<file path="src/rtl/ssi_pkg.sv">
// Shared types, constants and state encoding for the signed key sorter.
package ssi_pkg;

    localparam int SSI_DEPTH = 64;
    localparam int KEY_W     = 64;

    typedef struct packed {
        logic signed [KEY_W-1:0] key;
        logic                    last_item;
    } t_in_item;

    typedef struct packed {
        logic signed [KEY_W-1:0] sorted_key;
        logic                    last_result;
        logic                    overflowed;
    } t_out_item;

    typedef enum logic [1:0] {
        ST_LOAD,
        ST_PRIME,
        ST_MERGE,
        ST_EMIT
    } t_state;

    typedef struct packed {
        logic load;
        logic start;
        logic prime;
        logic merge;
        logic emit;
        logic clear;
    } t_cmd;

    typedef struct packed {
        logic sorted;
        logic pass_end;
        logic emit_done;
    } t_status;

endpackage

</file>
<file path="src/rtl/ssi_ctrl.sv">
// Sequencer for the sorter: load, merge passes and result emission.
module ssi_ctrl (
    input  logic             i_clk,
    input  logic             i_rst_n,
    input  logic             i_in_valid,
    input  logic             i_last_item,
    output logic             o_in_stall,
    input  ssi_pkg::t_status i_status,
    output ssi_pkg::t_cmd    o_cmd
);
    import ssi_pkg::*;

    t_state r_state;
    t_state n_state;

    always_ff @(posedge i_clk) begin
        if (!i_rst_n) begin
            r_state <= ST_LOAD;
        end else begin
            r_state <= n_state;
        end
    end

    always_comb begin
        n_state    = r_state;
        o_cmd      = '0;
        o_in_stall = 1'b1;
        case (r_state)
            ST_LOAD: begin
                o_in_stall = 1'b0;
                if (i_in_valid) begin
                    o_cmd.load = 1'b1;
                    if (i_last_item) begin
                        o_cmd.start = 1'b1;
                        n_state     = ST_PRIME;
                    end
                end
            end
            ST_PRIME: begin
                // Sets up the run pointers and fetches the first heads.
                o_cmd.prime = 1'b1;
                n_state     = i_status.sorted ? ST_EMIT : ST_MERGE;
            end
            ST_MERGE: begin
                o_cmd.merge = 1'b1;
                if (i_status.pass_end) begin
                    n_state = ST_PRIME;
                end
            end
            ST_EMIT: begin
                if (i_status.emit_done) begin
                    o_cmd.clear = 1'b1;
                    n_state     = ST_LOAD;
                end else begin
                    o_cmd.emit = 1'b1;
                end
            end
            default: begin
                n_state = ST_LOAD;
            end
        endcase
    end

endmodule

</file>
<file path="config.mk">
export PLATFORM = sky130hd
export DESIGN_NAME = ssi_ctrl
export DESIGN_NICKNAME = d
export VERILOG_FILES = /design/src/rtl/ssi_pkg.sv /design/src/rtl/ssi_ctrl.sv
export SDC_FILE = /design/constraint.sdc
export NUM_CORES = 1
export LEC_CHECK = 0
export BUFFER_PORTS_ARGS = -buffer_cell sky130_fd_sc_hd__clkbuf_2
export CORE_AREA = 2 2 39 41
export CTS_CLUSTER_DIAMETER = 50
export CTS_CLUSTER_SIZE = 20
export DETAILED_ROUTE_END_ITERATION = 8
export DIE_AREA = 0 0 41 43
export HOLD_SLACK_MARGIN = 0.02
export PLACE_DENSITY = 0.34
export SLEW_MARGIN = 5
export SYNTH_ARGS = -nofsm -noshare
export SYNTH_HDL_FRONTEND = slang
export SYNTH_SLANG_ARGS = --single-unit
</file>
<file path="constraint.sdc">
create_clock -name i_clk -period 1.4 [get_ports i_clk]
set_clock_uncertainty 0.15 [all_clocks]
set_input_delay 0.07 -clock i_clk [delete_from_list [all_inputs] [get_ports i_clk]]
set_output_delay 0.07 -clock i_clk [all_outputs]
set_load 0.03 [all_outputs]
</file>
After elaboration in Yosys (flattened, before gate mapping)
Index checks and enable logic that the tools add are counted.
{ "word_totals": {"romBits": 0, "latchBits": 0, "in_bits": 7, "n_memories": 0, "ram_bits": 0, "ff_bits": 2} }
{ "op_classes": {"bitwise_logic": 0, "magnitude_cmp": 0, "n_reduce_logical": 2, "div_mod_pow": 0, "shifts": 0, "mul": 0, "muxes": 15, "eq_ne": 7, "addsub": 0} }
{ "ops": {"columns": ["operator", "n"], "rows": [
  ["$mux W2", 7],
  ["$ne A2 B2 Y1 const B", 4],
  ["$pmux W2 S4", 1],
  ["$mux W1", 7],
  ["$eq A2 B2 Y1 const B", 2],
  ["$reduce_and A4 Y1", 1],
  ["$eq A2 B1 Y1 const B", 1],
  ["$logic_not A2 Y1", 1]
]} }

Logic depth before layout (Yosys ltp)
Gate-level depths: netlist of run 1.
{ "depth": {"word_depth": 3, "depth_mapped": 4} }

Least setup slack after synthesis of run 1
Ideal clock, no wire load.
{ "synth_timing": {"path_type": "register to output", "startpoint": "reg r_state[0]", "endpoint": "out o_cmd[4] (netlist name)", "setup_slack_ns": 0.029, "path_stages_with_launch": 4, "arrival_ns": 1.151, "cell_sequence": "dfxtp_1 buf_4 or2_4 nor2_1"} }
{ "synth_lines": {"columns": ["item", "line_no", "source"], "rows": [
  ["start: declaration", "ssi_ctrl.sv:13", "t_state r_state;"],
  ["start signal: assignment", "ssi_ctrl.sv:20", "r_state <= n_state;"],
  ["end: declaration", "ssi_ctrl.sv:9", "output ssi_pkg::t_cmd o_cmd"]
]} }

==> results by group, run 1 <==
Status
  • Outcome: finished, final reports clean

Setup path
  • Crit path kind: reg -> out
  • Crit path capture type: output port
  • Setup slack, reg-to-reg: 0.38 ns
  • Critical Path RT: 1.18 ns
  • Crit path DAT: 1.12 ns
  • Startpoint types: register
  • Crit Path Max Fanout: 10

Synth
  • Synth warnings: 0
  • Commonest cells in the netlist: nand2_1, nor2_1, buf_4, dfxtp_1, inv_1
  • Synth area leader: dfxtp_1
  • Syn nets: 30
  • Asr flop ratio synth: 0%
  • Sequential area share after synthesis: 22.9%
  • Number of synthesized register bits: 2
  • Mapped Cells: 23
  • Avg Inst Size Synth: 7.62 um2
  • Synth top area share: 22.9%
  • EDFF count, synth: 0
  • Synth Cell Area: 175 um2
  • Area contributors post-synth: dfxtp_1, buf_4, nor2b_4
  • Distinct cells, synth: 16
  • Main synth FF type: dfxtp_1

STA
  • RSZ-0062 raised after global routing: false
  • Final hold slack: 0.0480 ns
  • Slew headroom: 86.5%
  • Final period demand of the worst path: 1.34 ns
  • Setup-failing EPs final: 0
  • Final hold violation count: 0
  • Setup TNS: 0 ns
  • Final period utilization: 96.1%
  • Slew @ Worst Pin: 0.202 ns
  • Max Slew Vio Count: 0
  • Max Freq: 744 MHz

Clock tree
  • # H-tree levels: 1
  • Total CTS buffers: 3
  • CTS Buffer Depth: 2
  • Clk_lat worst skew: 0.22 ns
  • Clk pin slew, worst setup/hold paths: 0.03 ns
  • CTS sink cnt: 2
  • TritonCTS clock tree: built
  • CTS root buffer: clkbuf_4

Power and ir drop
  • PwrDens: 1040 nW/um2
  • Leak pwr: 0.147 nW
  • Worst VDD drop: 0.230 mV

Detailed routing
  • # DRC: 0
  • Drt first-iter violations: 0
  • WL final: 423 um
  • Post-route ant nets: 0
  • Routed WL per cell: 7.83 um
  • Via count: 194
  • Via density: 3.59
  • DRT Pass-1 Iters: 1

Floorplanning
  • Die width: 41 um
  • Core ar.: 1380 um2
  • Die height: 43 um
  • Die area: 1760 um2
  • Initial core utilization: 12.7%
  • # IOs: 14
  • Row cnt: 14

Global route
  • Initial antenna violation count: 0
  • First-pass GRT wire length: 710 um
  • Vias in the first global route: 174
  • Total global routing overflow: 0
  • Global Route Usage Sum: 6.60%
  • Largest net degree at the start of global routing: 11

Finish
  • Syn-to-layout area delta: 62.9%
  • Antenna diodes: 0
  • # nets final: 47
  • Post-layout util: 20.6%
  • Most flop-heavy register: r_state
  • Largest regs: r_state (2)
  • Fillers: 165
  • Ratio of cells with drive above 1 in the final layout: 63.2%
  • Final cell count without fillers: 54
  • Max reg flops: 2

Flow run
  • Max Cap Viol: 0

Placement
  • Port Buffers: 13
  • Cells after DPL: 50
  • GP Congestion: 0.633
  • Hpwl dp: 321 um

Min path
  • Hold WC Path Type: in -> reg
cell usage in the layout (no fill, tap or decap):
master         instances
a21oi_1                1
a22oi_2                1
and2b_2                1
and3_1                 1
and3_2                 1
clkbuf_2              11
clkbuf_4               5
dfxtp_2                2
dlygate4sd3_1          1
inv_1                  2
nand2_1                3
nand2b_1               1
nor2_1                 3
nor2b_2                1
nor2b_4                1
o211ai_1               1
o21ai_0                1
or2_4                  1
power by group:
part	internal [W]	switching, W	total, W
combinational	0.0000414	0.0000527	0.0000942
clock	0.0000946	0.0000326	0.000127
sequential	0.0000637	0.0000124	0.0000761
total	0.000200	0.0000977	0.000297
metrics by stage:
stage	area [um2]	power, W	worst slack [ns]
floorplan	175	0.000146	0.0291
global placement	245	0.000167	0.185
detailed placement	245	0.000168	0.180
CTS	284	0.000309	0.0000153
global route	285	0.000318	0.00619
finish	285	0.000297	0.0551
critical path: stages, from the launching register on:
cell      delay [ns]
dfxtp_2         0.37
or2_4           0.25
nor2_1          0.09
clkbuf_4        0.19
metal layers:
| metal | global-route usage [%] | up-vias | routed length [um] |
|---|---|---|---|
| met1 | 7.62 | 86 | 162 |
| met4 | 10.0 | 0 | 0 |
| met5 | 0 | - | 0 |
| met2 | 7.50 | 5 | 238 |
| li1 | - | 103 | - |
| met3 | 1.57 | 0 | 22 |
cell families (layout without fill, tap and decap cells):
group | count (synthesis) | after routing | share of synthesized area, %
AOI/OAI and AO/OA | 4 | 4 | 17.1
buffers and inverters | 4 | 19 | 12.9
DFF | 2 | 2 | 22.9
and+or+nand+nor | 13 | 13 | 47.1
path summary, 6_finish.rpt:
check              start  cells after the start    endpoint
max reg2reg   r_state[0]                      3  r_state[0]
min          i_status[1]                      4  r_state[1]
min reg2reg   r_state[1]                      3  r_state[1]
max           r_state[0]                      3    o_cmd[4]
repair_timing:
| item | in CTS | in global routing |
|---|---|---|
| gates resized for setup | 3 | 1 |
| endpoints found under the hold margin | 2 | 0 |
| setup endpoints to repair | 6 | 2 |
| setup buffers | 0 | 0 |
| hold buffers | 1 | 0 |
area by class of cell:
cell class | instances | area [um2] | area share (%)
clock buffer | 3 | 22.5 | 7.89
multi-input combinational | 17 | 113 | 39.5
tap | 16 | 20.0 | 7.02
inverter | 2 | 7.51 | 2.63
sequential | 2 | 42.5 | 14.9
timing repair buffer | 14 | 80.1 | 28.1
Power figures use the tool's default switching activity.
==> run 2, diff against run 1 <==
--- a/config.mk
+++ b/config.mk
@@ -7,6 +7,7 @@
 export LEC_CHECK = 0
 export BUFFER_PORTS_ARGS = -buffer_cell sky130_fd_sc_hd__clkbuf_2
 export CORE_AREA = 2 2 39 41
+export CTS_BUF_LIST = sky130_fd_sc_hd__clkbuf_8 sky130_fd_sc_hd__clkbuf_16
 export CTS_CLUSTER_DIAMETER = 50
 export CTS_CLUSTER_SIZE = 20
 export DETAILED_ROUTE_END_ITERATION = 8
==> constraint.sdc (replaced) <==
create_clock -name i_clk -period 1.3 [get_ports i_clk]
set_clock_uncertainty 0.15 [all_clocks]
set_input_delay 0.065 -clock i_clk [delete_from_list [all_inputs] [get_ports i_clk]]
set_output_delay 0.065 -clock i_clk [all_outputs]
set_load 0.03 [all_outputs]
==> run 2 against run 1 <==
Effect of this change:
- cell count up 3.7%
- non-clock buffer count up 2
- die area unchanged
- worst hold slack better by 0.016 ns
- sequential share of layout area down 1.5 points
- clock power up 89%
- clock-buffer cell count unchanged
- power up 52%
- register-to-register slack worse by 0.19 ns
- global-route usage up 1.5 points
- critical path depth unchanged
- critical endpoint unchanged
==> results by group, run 2 (synthesized netlist as in run 1, its figures left out) <==
STA
  • Final period utilization: 98.5%
  • Max Freq: 781 MHz
  • Setup TNS: 0 ns
  • Final hold violation count: 0
  • Final hold slack: 0.0640 ns
  • Setup-failing EPs final: 0
  • RSZ-0062 raised after global routing: true
  • Max Slew Vio Count: 0
  • Slew headroom: 88.2%
  • Slew @ Worst Pin: 0.177 ns
  • Final period demand of the worst path: 1.28 ns

Floorplanning
  • Die height: 43 um
  • Initial core utilization: 12.7%
  • Die area: 1760 um2
  • Die width: 41 um
  • # IOs: 14
  • Row cnt: 14
  • Core ar.: 1380 um2

Setup path
  • Slowest stage delay, CP: 0.35 ns
  • CP Buf/Inv Count: 1
  • Setup slack, reg-to-reg: 0.19 ns
  • CP max stage cell: dfxtp_4
  • Crit path capture type: output port
  • Crit Path Max Fanout: 6
  • Startpoint types: register
  • Critical Path RT: 1.09 ns
  • Crit-path cells: or2_4 > nor2_4 > buf_8
  • Crit path DAT: 1.06 ns
  • Crit path kind: reg -> out
  • Cell family with most CP delay: simple AND/OR/NAND/NOR gates

Clock tree
  • TritonCTS clock tree: built
  • Total CTS buffers: 3
  • CTS sink cnt: 2
  • CTS Buffer Depth: 2
  • Clk pin slew, worst setup/hold paths: 0.03 ns
  • Clk_lat worst skew: 0.21 ns
  • CTS root buffer: clkbuf_8
  • # H-tree levels: 1

Power and ir drop
  • PwrDens: 1280 nW/um2
  • Worst VDD drop: 0.429 mV
  • Leak pwr: 0.172 nW

Detailed routing
  • # DRC: 0
  • Via density: 3.59
  • Routed WL per cell: 8.64 um
  • WL final: 484 um
  • Drt first-iter violations: 0
  • Top routing layer used: met3
  • Met3 WL: 15 um
  • Post-route ant nets: 0
  • DRT Pass-1 Iters: 1
  • DRT met1 WL: 140 um
  • Via count: 201
  • Met2 WL: 329 um

Finish
  • Final cell count without fillers: 56
  • Antenna diodes: 0
  • Ratio of cells with drive above 1 in the final layout: 70.0%
  • Fillers: 160
  • Most frequent cells in the layout: clkbuf_2, nand2_1, clkbuf_8
  • Syn-to-layout area delta: 102%
  • Post-route cell area: 354 um2
  • # nets final: 49
  • Reg area: 47.5 um2
  • Most common cell after layout, fill and taps aside: clkbuf_2
  • Largest regs: r_state (2)
  • Most flop-heavy register: r_state
  • Multi-input gate area: 128 um2
  • Max reg flops: 2

Global route
  • Total global routing overflow: 0
  • Global Route Usage Sum: 8.12%
  • Initial antenna violation count: 0
  • Vias in the first global route: 226
  • First-pass GRT wire length: 890 um
  • Largest net degree at the start of global routing: 9

Flow run
  • Max Cap Viol: 0

Min path
  • Hold WC Path Type: in -> reg

Placement
  • Port Buffers: 13
  • Cells after DPL: 50
  • Hpwl dp: 352 um
  • GP Congestion: 0.586
  • DP Area: 250 um2

Status
  • Outcome: finished, final reports clean
run 2: routing by layer:
| layer | track usage [%] | up-vias |
|---|---|---|
| li1 | - | 107 |
| met1 | 7.69 | 91 |
| met2 | 12.2 | 3 |
| met3 | 3.14 | 0 |
| met4 | 8.00 | 0 |
| met5 | 0 | - |
run 2: repair_timing:
item / in CTS / in global routing
pin swaps: 2 / 1
buffers inserted: 1 / 1
endpoints found under the setup margin: 6 / 2
resized for setup: 9 / 3
hold endpoints to repair: 2 / 0
hold buffers: 1 / 0
run 2: path summary, 6_finish.rpt:
check / start / to / depth (start not counted)
worst max register to register: r_state[0] / r_state[0] / 4
worst min register to register: r_state[1] / r_state[0] / 3
worst max-delay path: r_state[1] / o_cmd[4] / 3
worst min-delay path: i_status[1] / r_state[1] / 4
run 2: where the power goes:
group          switching (W)  internal (W)
Sequential        0.00000769     0.0000673
Combinational      0.0000739     0.0000629
Clock              0.0000444      0.000195
run 2: metrics by stage:
| step | setup WS [ns] | utilization [%] | total power [W] |
|---|---|---|---|
| floorplan | 0.0585 | - | 0.000160 |
| global placement | 0.103 | 18.1 | 0.000183 |
| detailed placement | 0.103 | 18.1 | 0.000182 |
| CTS | 0.00433 | 24.5 | 0.000447 |
| global route | -0.0168 | 25.6 | 0.000479 |
| finish | 0.0201 | 25.6 | 0.000452 |
run 2: tightest hold or removal path, stage by stage:
cell and delay [ns]:
clkbuf_2 0.08, inv_1 0.07, a22oi_2 0.08, nor2b_2 0.10
run 2: layout make-up:
cell class	instances	share of cell area, %
Multi-Input combinational cell	17	36.0
Timing Repair Buffer	16	31.1
Sequential cell	2	13.4
Clock buffer	3	11.7
Tap cell	16	5.65
Inverter	2	2.12
==> run 3, diff against run 2 <==
--- a/config.mk
+++ b/config.mk
@@ -12,6 +12,7 @@
 export CTS_CLUSTER_SIZE = 20
 export DETAILED_ROUTE_END_ITERATION = 8
 export DIE_AREA = 0 0 41 43
+export GPL_ROUTABILITY_DRIVEN = 0
 export HOLD_SLACK_MARGIN = 0.02
 export PLACE_DENSITY = 0.34
 export SLEW_MARGIN = 5
==> constraint.sdc (replaced) <==
create_clock -name i_clk -period 1.3 [get_ports i_clk]
set_clock_uncertainty 0.15 [all_clocks]
set_input_delay 0.065 -clock i_clk [delete_from_list [all_inputs] [get_ports i_clk]]
set_output_delay 0.065 -clock i_clk [all_outputs]
set_load 0.05 [all_outputs]
==> run 3 against run 2 <==
Effect of this change:
- the run now ends with negative setup slack left
- critical path depth did not move
- worst setup slack got worse by 0.026 ns
- register-to-register slack improved by 0.03 ns
- flip-flop and latch count did not move
- largest cell class unchanged
- largest power group unchanged
==> results by group, run 3 (synthesized netlist as in run 1, its figures left out) <==
Setup path
  • WP depth: 3
  • Reg2reg end: r_state[0]
  • Worst r2r src: r_state[0]
  • Critical Path RT: 1.09 ns
  • CP Buf/Inv Count: 1
  • FF-to-FF path depth: 4
  • Beginning of the critical path: r_state[1]
  • Crit path kind: reg -> out
  • Setup slack, reg-to-reg: 0.22 ns
  • Startpoint types: register
  • CP max stage cell: dfxtp_2
  • Crit path DAT: 1.09 ns
  • Cell family with most CP delay: simple AND/OR/NAND/NOR gates
  • Crit-path cells: or2_4 > nor2_4 > buf_8
  • Crit path capture type: output port
  • Crit Path Max Fanout: 8
  • Slowest stage delay, CP: 0.34 ns

Global route
  • First-pass GRT wire length: 731 um
  • Vias in the first global route: 181
  • Largest net degree at the start of global routing: 9
  • Global Route Usage Sum: 7.13%
  • Initial antenna violation count: 0
  • Total global routing overflow: 0

Finish
  • Max reg flops: 2
  • Syn-to-layout area delta: 101%
  • # nets final: 48
  • Fillers: 163
  • Largest regs: r_state (2)
  • Post-layout util: 25.4%
  • Antenna diodes: 0
  • Most flop-heavy register: r_state
  • Ratio of cells with drive above 1 in the final layout: 71.8%
  • Most frequent cells in the layout: clkbuf_2, nand2_1, clkbuf_8
  • Most common cell after layout, fill and taps aside: clkbuf_2
  • Post-route cell area: 352 um2

Floorplanning
  • # IOs: 14
  • Die area: 1760 um2
  • Die width: 41 um
  • Core ar.: 1380 um2
  • Row cnt: 14
  • Die height: 43 um
  • Initial core utilization: 12.7%

Detailed routing
  • Drt first-iter violations: 1
  • DRT Pass-1 Iters: 2
  • Routed WL per cell: 8.69 um
  • Via count: 205
  • # DRC: 0
  • WL final: 478 um
  • Post-route ant nets: 0
  • Via density: 3.73

Power and ir drop
  • Worst VDD drop: 0.322 mV
  • Leak pwr: 0.167 nW
  • PwrDens: 1370 nW/um2
  • Total power draw: 0.000482 W

Clock tree
  • TritonCTS clock tree: built
  • Clk_lat worst skew: 0.21 ns
  • CTS sink cnt: 2
  • Post-CTS Setup Repair Bufs: 0
  • # H-tree levels: 1
  • Clk pin slew, worst setup/hold paths: 0.03 ns
  • CTS Buffer Depth: 2
  • CTS root buffer: clkbuf_8
  • Total CTS buffers: 3

STA
  • Final period utilization: 100%
  • Final period demand of the worst path: 1.31 ns
  • Slew headroom: 81.4%
  • Setup-failing EPs final: 1
  • Max Slew Vio Count: 0
  • Fin worst setup slack: -0.00590 ns
  • Max Freq: 766 MHz
  • RSZ-0062 raised after global routing: true
  • Final hold slack: 0.0641 ns
  • Final hold violation count: 0
  • Slew @ Worst Pin: 0.280 ns

Status
  • Violated checks: negative setup slack
  • Outcome: finished with violations

Min path
  • Hold Path Depth: 4
  • Hold WC Path Type: in -> reg
  • Hold_sp: i_status[1]
  • Min-Delay Endpoint: r_state[1]

Flow run
  • Max Cap Viol: 0

Placement
  • Port Buffers: 13
  • DP Area: 270 um2
  • Hpwl dp: 376 um
run 3: what timing repair did:
| action | 4_1_cts | 5_1_grt |
|---|---|---|
| gates cloned | 0 | 0 |
| pin swaps | 2 | 1 |
| resized for setup | 9 | 3 |
| hold endpoints to repair | 2 | 0 |
| setup endpoints to repair | 7 | 3 |
| hold buffers | 1 | 0 |
run 3: tightest hold or removal path: stages:
cell      delay, ns
clkbuf_2       0.08
inv_1          0.08
a22oi_2        0.08
nor2b_2        0.09
run 3: report_power, final:
| part | switching, W | internal, W |
|---|---|---|
| registers | 0.00000887 | 0.0000682 |
| clock network | 0.0000473 | 0.000196 |
| logic | 0.0000972 | 0.0000643 |
run 3: worst max-delay path by stage:
stage                           to  slack [ns]
final                     o_cmd[5]      -0.006
after floorplan           o_cmd[4]        0.02
after global routing      o_cmd[5]       -0.04
after global placement    o_cmd[4]        0.07
after detailed placement  o_cmd[4]        0.06
after CTS                 o_cmd[5]       -0.02
run 3: area by class of cell:
| class | count | area [um2] | area share (%) |
|---|---|---|---|
| Sequential cell | 2 | 45.0 | 12.8 |
| Clock buffer | 3 | 41.3 | 11.7 |
| Tap cell | 16 | 20.0 | 5.69 |
| Timing Repair Buffer | 15 | 108 | 30.6 |
| Multi-Input combinational cell | 17 | 130 | 37.0 |
| Inverter | 2 | 7.51 | 2.14 |
run 3: layer usage:
| layer | up-vias | share of wire (%) | GRT usage, % |
|---|---|---|---|
| met5 | - | 0 | 0 |
| met4 | 0 | 0 | 10.0 |
| met3 | 0 | 4.8 | 3.14 |
| met2 | 4 | 65 | 9.06 |
| met1 | 95 | 30 | 6.75 |
| li1 | 106 | - | - |
run 3: through the flow:
stage | setup TNS (ns) | cells | worst slack [ns]
6_report | -0.00590 | 55 | -0.00590
4_1_cts | -0.0438 | 55 | -0.0223
3_5_place_dp | 0 | 51 | 0.0554
3_3_place_gp | 0 | 51 | 0.0688
2_1_floorplan | 0 | 23 | 0.0210
5_1_grt | -0.0651 | 55 | -0.0402
